==> src/rtl/ses_pkg.sv <==
// Shared types, constants and lookup functions of the encoder setpoint editor.
// Used by the channel interfaces and by the top level. No dependencies.
package ses_pkg;

    // Field widths
    localparam int VOLT_W     = 17;
    localparam int AMP_W      = 14;
    localparam int DET_W      = 5;
    localparam int CELL_W     = 3;
    localparam int DIGITS_W   = 20;
    localparam int MASK_W     = 6;
    localparam int CFG_IDX_W  = 1;
    localparam int CFG_DATA_W = 17;
    localparam int VDIG_W     = 3;
    localparam int ADIG_W     = 2;

    // Number of BCD places in the converted value
    localparam int PLACES = 5;

    // Display limits and reset values
    localparam logic [VOLT_W-1:0] VOLT_MAX_SHOWN = 17'd99999;
    localparam logic [AMP_W-1:0]  AMP_MAX_SHOWN  = 14'd9999;
    localparam logic [VOLT_W-1:0] VOLT_LIMIT_RST = 17'd30000;
    localparam logic [AMP_W-1:0]  AMP_LIMIT_RST  = 14'd5000;
    localparam logic [VOLT_W-1:0] VOLT_SET_RST   = 17'd12000;
    localparam logic [AMP_W-1:0]  AMP_SET_RST    = 14'd1500;

    // Last selectable voltage digit (units of millivolts)
    localparam logic [VDIG_W-1:0] VOLT_DIG_LAST = 3'd4;

    // Full-redraw masks, point cell included
    localparam logic [MASK_W-1:0] MASK_VOLT_ALL = 6'h3F;
    localparam logic [MASK_W-1:0] MASK_AMP_ALL  = 6'h1F;

    // Configuration register indexes
    localparam logic [CFG_IDX_W-1:0] CFG_VOLT_LIMIT = 1'b0;
    localparam logic [CFG_IDX_W-1:0] CFG_AMP_LIMIT  = 1'b1;

    // Event codes; code 3 is unused and does nothing
    typedef enum logic [1:0] {
        OP_SELECT = 2'd0,
        OP_DIGIT  = 2'd1,
        OP_TURN   = 2'd2
    } op_t;

    // Weight of BCD place k, k = 0 is units
    localparam int unsigned PLACE_WEIGHT [PLACES] = '{1, 10, 100, 1000, 10000};

    // Display cell of BCD place k
    localparam logic [CELL_W-1:0] VOLT_PLACE_CELL [PLACES] =
        '{3'd5, 3'd4, 3'd3, 3'd1, 3'd0};
    localparam logic [CELL_W-1:0] AMP_PLACE_CELL [PLACES-1] =
        '{3'd4, 3'd3, 3'd2, 3'd0};

    // One item travelling down the conversion pipeline
    typedef struct packed {
        logic                  live_field;
        logic [CELL_W-1:0]     digit_cell;
        logic [VOLT_W-1:0]     volt;
        logic [AMP_W-1:0]      amp;
        logic                  is_amp;
        logic                  is_turn;
        logic [MASK_W-1:0]     mask_pre;
        logic                  redraw;
        logic [VOLT_W-1:0]     old_rem;
        logic [VOLT_W-1:0]     new_rem;
        logic [DIGITS_W-1:0]   old_bcd;
        logic [DIGITS_W-1:0]   new_bcd;
    } pipe_t;

    // Step weight of the selected voltage digit
    function automatic logic [AMP_W-1:0] volt_weight(input logic [VDIG_W-1:0] d);
        case (d)
            3'd0:    return 14'd10000;
            3'd1:    return 14'd1000;
            3'd2:    return 14'd100;
            3'd3:    return 14'd10;
            default: return 14'd1;
        endcase
    endfunction

    // Display cell of the selected voltage digit
    function automatic logic [CELL_W-1:0] volt_cell(input logic [VDIG_W-1:0] d);
        case (d)
            3'd0:    return 3'd0;
            3'd1:    return 3'd1;
            3'd2:    return 3'd3;
            3'd3:    return 3'd4;
            default: return 3'd5;
        endcase
    endfunction

    // Step weight of the selected current digit
    function automatic logic [AMP_W-1:0] amp_weight(input logic [ADIG_W-1:0] d);
        case (d)
            2'd0:    return 14'd1000;
            2'd1:    return 14'd100;
            2'd2:    return 14'd10;
            default: return 14'd1;
        endcase
    endfunction

    // Display cell of the selected current digit
    function automatic logic [CELL_W-1:0] amp_cell(input logic [ADIG_W-1:0] d);
        case (d)
            2'd0:    return 3'd0;
            2'd1:    return 3'd2;
            2'd2:    return 3'd3;
            default: return 3'd4;
        endcase
    endfunction

endpackage

==> src/rtl/ses_if.sv <==
// Valid/ready channel interfaces of the encoder setpoint editor.
// Depends on ses_pkg for the field widths.
interface ses_cmd_if;
    import ses_pkg::*;

    logic                    valid;
    logic                    ready;
    logic [1:0]              op;
    logic signed [DET_W-1:0] detents;

    modport source (output valid, op, detents, input ready);
    modport sink   (input valid, op, detents, output ready);
endinterface

interface ses_rsp_if;
    import ses_pkg::*;

    logic                valid;
    logic                ready;
    logic                live_field;
    logic [CELL_W-1:0]   digit_cell;
    logic [VOLT_W-1:0]   volt_value;
    logic [AMP_W-1:0]    amp_value;
    logic [DIGITS_W-1:0] live_digits;
    logic [MASK_W-1:0]   cell_mask;
    logic                full_redraw;

    modport source (output valid, live_field, digit_cell, volt_value, amp_value,
                     live_digits, cell_mask, full_redraw, input ready);
    modport sink   (input valid, live_field, digit_cell, volt_value, amp_value,
                     live_digits, cell_mask, full_redraw, output ready);
endinterface

==> src/rtl/encoder_setpoint_editor.sv <==
// Encoder setpoint editor: voltage/current setpoints edited by select, digit and turn items.
// Depends on ses_pkg and on the ses_cmd_if / ses_rsp_if channel interfaces.
//
// The block takes one item per clock while the output side is not stalled, and
// returns one result per item, in order of acceptance. The setpoint,
// live-field and digit registers are updated in the cycle the item is accepted,
// so back-to-back items always see the effect of the one before. The decimal
// split of the live value then runs through four pipeline stages, one BCD place
// each, and the changed-cell mask is formed in the result register. A stall on
// the result channel freezes the whole pipeline and drops cmd.ready. Limits are
// written through cfg_we/cfg_index/cfg_data; a limit above the display range acts
// as the display maximum, and a setpoint above a lowered limit stays until a turn.
module encoder_setpoint_editor (
    input  logic                               clk,
    input  logic                               rst_n,
    input  logic                               cfg_we,
    input  logic [ses_pkg::CFG_IDX_W-1:0]      cfg_index,
    input  logic [ses_pkg::CFG_DATA_W-1:0]     cfg_data,
    ses_cmd_if.sink                            cmd,
    ses_rsp_if.source                          rsp
);
    import ses_pkg::*;

    localparam int STAGES = PLACES - 1;

    // Configuration
    logic [VOLT_W-1:0] volt_limit_reg;
    logic [AMP_W-1:0]  amp_limit_reg;

    // Editor state
    logic              active_reg, active_next;
    logic [VOLT_W-1:0] volt_set_reg, volt_set_next;
    logic [AMP_W-1:0]  amp_set_reg, amp_set_next;
    logic [VDIG_W-1:0] volt_dig_reg, volt_dig_next;
    logic [ADIG_W-1:0] amp_dig_reg, amp_dig_next;

    // Pipeline
    logic              en;
    logic              take;
    pipe_t             upd_next;
    pipe_t             stage_reg [STAGES+1];
    pipe_t             step_next [STAGES];
    logic              valid_reg [STAGES+1];

    // Result register
    logic                out_valid_reg;
    logic                out_field_reg;
    logic [CELL_W-1:0]   out_cell_reg;
    logic [VOLT_W-1:0]   out_volt_reg;
    logic [AMP_W-1:0]    out_amp_reg;
    logic [DIGITS_W-1:0] out_digits_reg, out_digits_next;
    logic [MASK_W-1:0]   out_mask_reg, out_mask_next;
    logic                out_redraw_reg;

    // Turn arithmetic
    logic [VOLT_W-1:0]   cur;
    logic [VOLT_W-1:0]   lim_eff;
    logic [AMP_W-1:0]    weight;
    logic signed [14:0]  weight_s;
    logic signed [19:0]  prod;
    logic signed [20:0]  sum;
    logic [VOLT_W-1:0]   clamped;
    logic                moved;
    logic [ADIG_W-1:0]   amp_dig_inc;

    // Whole pipeline moves when the result register is free or being taken
    assign en        = !out_valid_reg || rsp.ready;
    assign cmd.ready = en;
    assign take      = cmd.valid && en;

    // Configuration writes
    always_ff @(posedge clk or negedge rst_n)
    begin
        if (!rst_n)
        begin
            volt_limit_reg <= VOLT_LIMIT_RST;
            amp_limit_reg  <= AMP_LIMIT_RST;
        end
        else if (cfg_we)
        begin
            case (cfg_index)
                CFG_VOLT_LIMIT: volt_limit_reg <= cfg_data[VOLT_W-1:0];
                CFG_AMP_LIMIT:  amp_limit_reg  <= cfg_data[AMP_W-1:0];
                default:        ;
            endcase
        end
    end

    // Turn: value plus weight times detents, clamped to zero and the limit
    always_comb
    begin
        if (active_reg)
        begin
            cur    = VOLT_W'(amp_set_reg);
            weight = amp_weight(amp_dig_reg);
            lim_eff = (amp_limit_reg > AMP_MAX_SHOWN) ? VOLT_W'(AMP_MAX_SHOWN)
                                                      : VOLT_W'(amp_limit_reg);
        end
        else
        begin
            cur    = volt_set_reg;
            weight = volt_weight(volt_dig_reg);
            lim_eff = (volt_limit_reg > VOLT_MAX_SHOWN) ? VOLT_MAX_SHOWN : volt_limit_reg;
        end
        weight_s = signed'({1'b0, weight});
        prod     = 20'(weight_s) * 20'(cmd.detents);
        sum      = signed'(21'({4'b0, cur})) + 21'(prod);
        if (sum < 0)
            clamped = '0;
        else if (sum > signed'(21'({4'b0, lim_eff})))
            clamped = lim_eff;
        else
            clamped = sum[VOLT_W-1:0];
        moved = clamped != cur;
    end

    assign amp_dig_inc = amp_dig_reg + 2'd1;

    // Event decode and next state
    always_comb
    begin
        active_next   = active_reg;
        volt_set_next = volt_set_reg;
        amp_set_next  = amp_set_reg;
        volt_dig_next = volt_dig_reg;
        amp_dig_next  = amp_dig_reg;
        upd_next      = '0;

        case (cmd.op)
            OP_SELECT:
            begin
                active_next       = !active_reg;
                upd_next.mask_pre = active_reg ? MASK_VOLT_ALL : MASK_AMP_ALL;
                upd_next.redraw   = 1'b1;
            end
            OP_DIGIT:
            begin
                if (active_reg)
                begin
                    amp_dig_next      = amp_dig_inc;
                    upd_next.mask_pre = (MASK_W'(1) << amp_cell(amp_dig_reg))
                                      | (MASK_W'(1) << amp_cell(amp_dig_inc));
                end
                else
                begin
                    volt_dig_next = (volt_dig_reg >= VOLT_DIG_LAST) ? '0
                                                                     : volt_dig_reg + 3'd1;
                    upd_next.mask_pre = (MASK_W'(1) << volt_cell(volt_dig_reg))
                                      | (MASK_W'(1) << volt_cell(volt_dig_next));
                end
            end
            OP_TURN:
            begin
                if (moved)
                begin
                    upd_next.is_turn = 1'b1;
                    if (active_reg)
                        amp_set_next = clamped[AMP_W-1:0];
                    else
                        volt_set_next = clamped;
                end
            end
            default: ;
        endcase

        upd_next.live_field = active_next;
        upd_next.digit_cell = active_next ? amp_cell(amp_dig_next) : volt_cell(volt_dig_next);
        upd_next.volt       = volt_set_next;
        upd_next.amp        = amp_set_next;
        upd_next.is_amp     = active_next;
        upd_next.new_rem    = active_next ? VOLT_W'(amp_set_next) : volt_set_next;
        upd_next.old_rem    = upd_next.is_turn ? cur : upd_next.new_rem;
    end

    // State registers, updated as each item is accepted
    always_ff @(posedge clk or negedge rst_n)
    begin
        if (!rst_n)
        begin
            active_reg   <= 1'b0;
            volt_set_reg <= VOLT_SET_RST;
            amp_set_reg  <= AMP_SET_RST;
            volt_dig_reg <= '0;
            amp_dig_reg  <= '0;
        end
        else if (take)
        begin
            active_reg   <= active_next;
            volt_set_reg <= volt_set_next;
            amp_set_reg  <= amp_set_next;
            volt_dig_reg <= volt_dig_next;
            amp_dig_reg  <= amp_dig_next;
        end
    end

    // First pipeline register
    always_ff @(posedge clk)
    begin
        if (en)
            stage_reg[0] <= upd_next;
    end

    // Valid bits of the pipeline
    always_ff @(posedge clk or negedge rst_n)
    begin
        if (!rst_n)
        begin
            for (int i = 0; i <= STAGES; i++)
                valid_reg[i] <= 1'b0;
        end
        else if (en)
        begin
            valid_reg[0] <= take;
            for (int i = 1; i <= STAGES; i++)
                valid_reg[i] <= valid_reg[i-1];
        end
    end

    // One BCD place per stage, most significant first
    for (genvar k = 0; k < STAGES; k++)
    begin : g_place
        localparam int PLACE = PLACES - 1 - k;
        localparam int unsigned WEIGHT = PLACE_WEIGHT[PLACE];

        always_comb
        begin
            logic [3:0]        od, nd;
            logic [VOLT_W-1:0] orem, nrem;
            od   = '0;
            nd   = '0;
            orem = stage_reg[k].old_rem;
            nrem = stage_reg[k].new_rem;
            // parallel compares against the multiples of the place weight
            for (int j = 1; j < 10; j++)
            begin
                if (stage_reg[k].old_rem >= VOLT_W'(WEIGHT * j))
                begin
                    od   = 4'(j);
                    orem = stage_reg[k].old_rem - VOLT_W'(WEIGHT * j);
                end
                if (stage_reg[k].new_rem >= VOLT_W'(WEIGHT * j))
                begin
                    nd   = 4'(j);
                    nrem = stage_reg[k].new_rem - VOLT_W'(WEIGHT * j);
                end
            end
            step_next[k]                      = stage_reg[k];
            step_next[k].old_rem              = orem;
            step_next[k].new_rem              = nrem;
            step_next[k].old_bcd[4*PLACE +: 4] = od;
            step_next[k].new_bcd[4*PLACE +: 4] = nd;
        end

        always_ff @(posedge clk)
        begin
            if (en)
                stage_reg[k+1] <= step_next[k];
        end
    end

    // Units place, then changed-cell mask for turns
    always_comb
    begin
        logic [DIGITS_W-1:0] old_full;
        old_full        = stage_reg[STAGES].old_bcd;
        out_digits_next = stage_reg[STAGES].new_bcd;
        old_full[3:0]        = stage_reg[STAGES].old_rem[3:0];
        out_digits_next[3:0] = stage_reg[STAGES].new_rem[3:0];
        out_mask_next = stage_reg[STAGES].mask_pre;
        if (stage_reg[STAGES].is_turn)
        begin
            out_mask_next = '0;
            for (int p = 0; p < PLACES; p++)
            begin
                if (old_full[4*p +: 4] != out_digits_next[4*p +: 4])
                begin
                    if (!stage_reg[STAGES].is_amp)
                        out_mask_next[VOLT_PLACE_CELL[p]] = 1'b1;
                    else if (p < PLACES - 1)
                        out_mask_next[AMP_PLACE_CELL[p]] = 1'b1;
                end
            end
        end
    end

    // Result register
    always_ff @(posedge clk or negedge rst_n)
    begin
        if (!rst_n)
            out_valid_reg <= 1'b0;
        else if (en)
            out_valid_reg <= valid_reg[STAGES];
    end

    always_ff @(posedge clk)
    begin
        if (en)
        begin
            out_field_reg  <= stage_reg[STAGES].live_field;
            out_cell_reg   <= stage_reg[STAGES].digit_cell;
            out_volt_reg   <= stage_reg[STAGES].volt;
            out_amp_reg    <= stage_reg[STAGES].amp;
            out_digits_reg <= out_digits_next;
            out_mask_reg   <= out_mask_next;
            out_redraw_reg <= stage_reg[STAGES].redraw;
        end
    end

    assign rsp.valid       = out_valid_reg;
    assign rsp.live_field  = out_field_reg;
    assign rsp.digit_cell  = out_cell_reg;
    assign rsp.volt_value  = out_volt_reg;
    assign rsp.amp_value   = out_amp_reg;
    assign rsp.live_digits = out_digits_reg;
    assign rsp.cell_mask   = out_mask_reg;
    assign rsp.full_redraw = out_redraw_reg;

    // Checks
    a_select_toggles: assert property (@(posedge clk) disable iff (!rst_n)
        take && (cmd.op == OP_SELECT) |=> active_reg != $past(active_reg))
        else $error("select item did not toggle the live setpoint");

    a_setpoints_shown: assert property (@(posedge clk) disable iff (!rst_n)
        (volt_set_reg <= VOLT_MAX_SHOWN) && (amp_set_reg <= AMP_MAX_SHOWN))
        else $error("setpoint beyond display range");

    a_digit_range: assert property (@(posedge clk) disable iff (!rst_n)
        volt_dig_reg <= VOLT_DIG_LAST)
        else $error("voltage digit selection out of range");

    a_redraw_mask: assert property (@(posedge clk) disable iff (!rst_n)
        rsp.valid && rsp.full_redraw |->
            (rsp.cell_mask == MASK_VOLT_ALL) || (rsp.cell_mask == MASK_AMP_ALL))
        else $error("full redraw without a full cell mask");

endmodule

==> src/flat_wrapper.sv <==
// flat-port wrapper written by rule: the top's interface ports become plain ports
module encoder_setpoint_editor_flat import ses_pkg::*;
  (clk, rst_n, cfg_we, cfg_index, cfg_data, cmd_valid, cmd_op, cmd_detents, cmd_ready, rsp_valid, rsp_live_field, rsp_digit_cell, rsp_volt_value, rsp_amp_value, rsp_live_digits, rsp_cell_mask, rsp_full_redraw, rsp_ready);
  ses_cmd_if cmd_i ();
  ses_rsp_if rsp_i ();
  input  logic clk;
  input  logic rst_n;
  input  logic cfg_we;
  input  logic [ses_pkg::CFG_IDX_W-1:0] cfg_index;
  input  logic [ses_pkg::CFG_DATA_W-1:0] cfg_data;
  input wire logic [$bits(cmd_i.valid)-1:0] cmd_valid;
  input wire logic [$bits(cmd_i.op)-1:0] cmd_op;
  input wire logic [$bits(cmd_i.detents)-1:0] cmd_detents;
  output wire logic [$bits(cmd_i.ready)-1:0] cmd_ready;
  output wire logic [$bits(rsp_i.valid)-1:0] rsp_valid;
  output wire logic [$bits(rsp_i.live_field)-1:0] rsp_live_field;
  output wire logic [$bits(rsp_i.digit_cell)-1:0] rsp_digit_cell;
  output wire logic [$bits(rsp_i.volt_value)-1:0] rsp_volt_value;
  output wire logic [$bits(rsp_i.amp_value)-1:0] rsp_amp_value;
  output wire logic [$bits(rsp_i.live_digits)-1:0] rsp_live_digits;
  output wire logic [$bits(rsp_i.cell_mask)-1:0] rsp_cell_mask;
  output wire logic [$bits(rsp_i.full_redraw)-1:0] rsp_full_redraw;
  input wire logic [$bits(rsp_i.ready)-1:0] rsp_ready;
  assign cmd_i.valid = cmd_valid;
  assign cmd_i.op = cmd_op;
  assign cmd_i.detents = cmd_detents;
  assign cmd_ready = cmd_i.ready;
  assign rsp_valid = rsp_i.valid;
  assign rsp_live_field = rsp_i.live_field;
  assign rsp_digit_cell = rsp_i.digit_cell;
  assign rsp_volt_value = rsp_i.volt_value;
  assign rsp_amp_value = rsp_i.amp_value;
  assign rsp_live_digits = rsp_i.live_digits;
  assign rsp_cell_mask = rsp_i.cell_mask;
  assign rsp_full_redraw = rsp_i.full_redraw;
  assign rsp_i.ready = rsp_ready;
  encoder_setpoint_editor u_core (.clk(clk), .rst_n(rst_n), .cfg_we(cfg_we), .cfg_index(cfg_index), .cfg_data(cfg_data), .cmd(cmd_i), .rsp(rsp_i));
endmodule
==> config.mk <==
export PLATFORM = sky130hd
export DESIGN_NAME = encoder_setpoint_editor_flat
export DESIGN_NICKNAME = d
export VERILOG_FILES = /design/src/rtl/ses_pkg.sv /design/src/rtl/ses_if.sv /design/src/rtl/encoder_setpoint_editor.sv /design/src/flat_wrapper.sv
export SDC_FILE = /design/constraint.sdc
export NUM_CORES = 2
export LEC_CHECK = 0
export BUFFER_PORTS_ARGS = -buffer_cell sky130_fd_sc_hd__buf_2
export CORE_AREA = 3 3 328 330
export CTS_BUF_LIST = sky130_fd_sc_hd__clkbuf_4 sky130_fd_sc_hd__clkbuf_8 sky130_fd_sc_hd__clkbuf_16
export DETAILED_ROUTE_END_ITERATION = 7
export DIE_AREA = 0 0 331 333
export GPL_TIMING_DRIVEN = 1
export SYNTH_ARGS = -nofsm -noshare
export SYNTH_HDL_FRONTEND = slang
export SYNTH_SLANG_ARGS = --single-unit
==> constraint.sdc <==
create_clock -name clk -period 72.2 [get_ports clk]
set_input_delay 14.44 -clock clk [delete_from_list [all_inputs] [get_ports clk]]
set_output_delay 14.44 -clock clk [all_outputs]
set_load 0.005 [all_outputs]
==> impl_results.md <==
* Total number of vias at 28815
* CP Buf/Inv Count at 2
* Area leader, netlist: edfxtp_1
* Area Overhead vs Synth at 10.9%
* Syn_nets at 3858
* WS Path Type: input pin to output port
* Slew @ Worst Pin at 1160 ps
* Async set-reset flop share out of synthesis at 0.129
* Peak Freq at 0.0340 GHz
* Drt first pass iters at 6
* Largest net degree at the start of global routing at 98
* DRT iter0 DRCs at 2939
* Critical path capture point type: output port
* Die Y at 333 µm
* Core Footprint at 0.105 mm²
* Post-synth EDFFs at 501
* Synthesized area per cell at 10.2 µm²
* Synth Register Bits at 575
* Top cell by count, worst path: buf_2
* Place WS at 42760 ps
* Mapped Area at 0.0366 mm²
* DR WL/cell at 19.8 µm
* Die ar. at 0.110 mm²
* Post-layout min period at 29400 ps
* Fin. max-slew vios at 0
* Vias in the first global route at 27606
* Worst slew margin relative to its limit at 0.224
* Post-synthesis sequential area ratio at 0.462
* RSZ-0062 raised after global routing: no
* Nets at 3871
* Worst-path clk slew at 70 ps
* CP arrival at 14960 ps
* Crit-path slowest cell: nand2b_4
* Hpwl dp at 72.2 mm
* Grt total ovfl at 0
* Fin. Hold Viols at 0
* Status: finished clean
* DRT antenna net count at 0
* Crit start category: input pin
* Max reg flops at 439
* Die Wd at 331 µm
* Setup total negative slack at 0 ps
* First-pass GRT wire length at 157 mm
* MaxCap Viol Count at 0
* Clock sink total at 575
* DRC at 0
* Root Buffer: clkbuf_16
* Slowest stage delay, CP at 220 ps
* Buffer count from post-CTS setup fixing at 0
* Critical path fanouts, max at 3
* Critical Path RT at 57760 ps
* N_diodes at 0
* Gr usage total at 0.177
* Worst path cell trace: buf_2 -> nand2b_4 -> buf_2
* Clock skew at 28.4 ps
* YS warnings at 0
* CTS resizes at 0
* Synth cell types at 98
* Total Wirelength at 99.9 mm
* Gate Count Post-Synth at 3585
* CTS Buffer Depth at 3
* Initial core utilization at 0.349
* H-tree depth at 3
* Worst min path class: register to register
* Post-synth top area share at 0.411
* Post-synth top flop: edfxtp_1
* Worst-Skew Late Latency at 630 ps
* Hold_buf cts at 0
* Period utilisation layout at 0.407
* I/O pin cnt at 94
* GPL Wtd Cong at 0.968
* Port buffer count at 93
* Setup ws final at 42800 ps
* Row Count at 119
* Initial antenna violation count at 3
* CTS tree: built
* Synth area leaders: edfxtp_1 41%, ha_1 6.8%, a21oi_1 3.8%, nand2_1 3.3%, dfrtp_1 3.3%
* Layout cells sized above 1 at 0.113
* Final setup viols at 0
* Num CTS Buffers at 66
* Routed vias/inst at 5.72
* CP delay by family, top: buffers and inverters
cell type report:
class,instances,area [µm²]
clock inverter,38,499
fill,10358,64500
clock buffer,79,1750
tap,1391,1740
inverter,197,739
multi-input combinational,2627,18200
timing repair buffer,131,751
sequential,575,16900
stage by stage:
stage          cells   util  area, µm²  hold slack [ps]
4_1_cts         5038  0.387      40700              391
6_report        5038  0.387      40700              395
3_5_place_dp    4921  0.365      38400              405
3_3_place_gp    4921  0.365      38400              400
5_1_grt         5038  0.387      40700              404
2_1_floorplan   3585      -      36600              400
synthesized netlist by cell type (14+ instances only):
| library cell | n |
|---|---|
| edfxtp_1 | 501 |
| nand2_1 | 324 |
| a21oi_1 | 280 |
| nor2_1 | 254 |
| o21ai_0 | 233 |
| ha_1 | 200 |
| inv_1 | 188 |
| clkbuf_1 | 158 |
| mux2_2 | 96 |
| nand3_1 | 89 |
| xnor2_1 | 77 |
| nor3_1 | 67 |
| a31oi_1 | 64 |
| dfrtp_1 | 48 |
| mux2i_1 | 46 |
| a211oi_1 | 45 |
| fa_1 | 43 |
| o211ai_1 | 42 |
| and2_1 | 41 |
| o22ai_1 | 39 |
| nand4_1 | 36 |
| a21o_1 | 35 |
| xor2_1 | 34 |
| o31ai_1 | 33 |
| nand2b_1 | 31 |
| a221oi_1 | 30 |
| nor2b_1 | 30 |
| o221ai_1 | 30 |
| nor4_1 | 27 |
| and3_1 | 26 |
| dfstp_2 | 26 |
| o21a_1 | 23 |
| a221o_1 | 21 |
| or3_1 | 21 |
| a22oi_1 | 15 |
| or2_2 | 15 |
| a41oi_1 | 14 |
| nor3b_1 | 14 |
cell usage in the layout, fill, tap and decap left out, types with 46 or more instances in the layout:
master	count
ha_1	200
inv_1	188
nor3_1	65
o21ai_0	233
clkbuf_16	66
dfrtp_1	47
nand3_1	89
a31oi_1	64
buf_2	93
xnor2_1	77
mux2_2	96
edfxtp_1	501
nand2_1	324
a21oi_1	280
mux2i_1	46
nor2_1	254
final timing paths:
path	cells after the start	slack [ps]	to	start
setup / recovery	3	42800	cmd_ready	rsp_ready
hold / removal	0	390	u_core.rsp.amp_value[5]	u_core.stage_reg[0][560]
setup reg to reg	31	61070	u_core.stage_reg[0][63]	u_core.volt_dig_reg[0]
hold reg to reg	0	390	u_core.rsp.amp_value[5]	u_core.stage_reg[0][560]
max in group asynchronous	2	57450	u_core.active_reg	rst_n
min in group asynchronous	2	14040	u_core.valid_reg[0]	rst_n
cell families (layout without fill, tap and decap cells):
kind of cell    count (synthesis)  after routing  share of synthesized area
compound gates               1096           1096                      0.198
simple gates                 1025           1025                      0.134
flops                         575            575                      0.462
buf+inv                       383            445                     0.0411
fa+ha+maj                     243            243                     0.0918
mux                           152            152                     0.0460
xor+xnor                      111            111                     0.0265
layer usage:
| layer | track usage | part of all wire |
|---|---|---|
| met5 | 0 | 0.00041 |
| met4 | 0.0874 | 0.048 |
| met3 | 0.0264 | 0.062 |
| met2 | 0.284 | 0.47 |
| met1 | 0.234 | 0.42 |
Power is left out: the tool's default activity adds up to more than one toggle a clock period on the data nets, which glitch-free logic cannot reach.
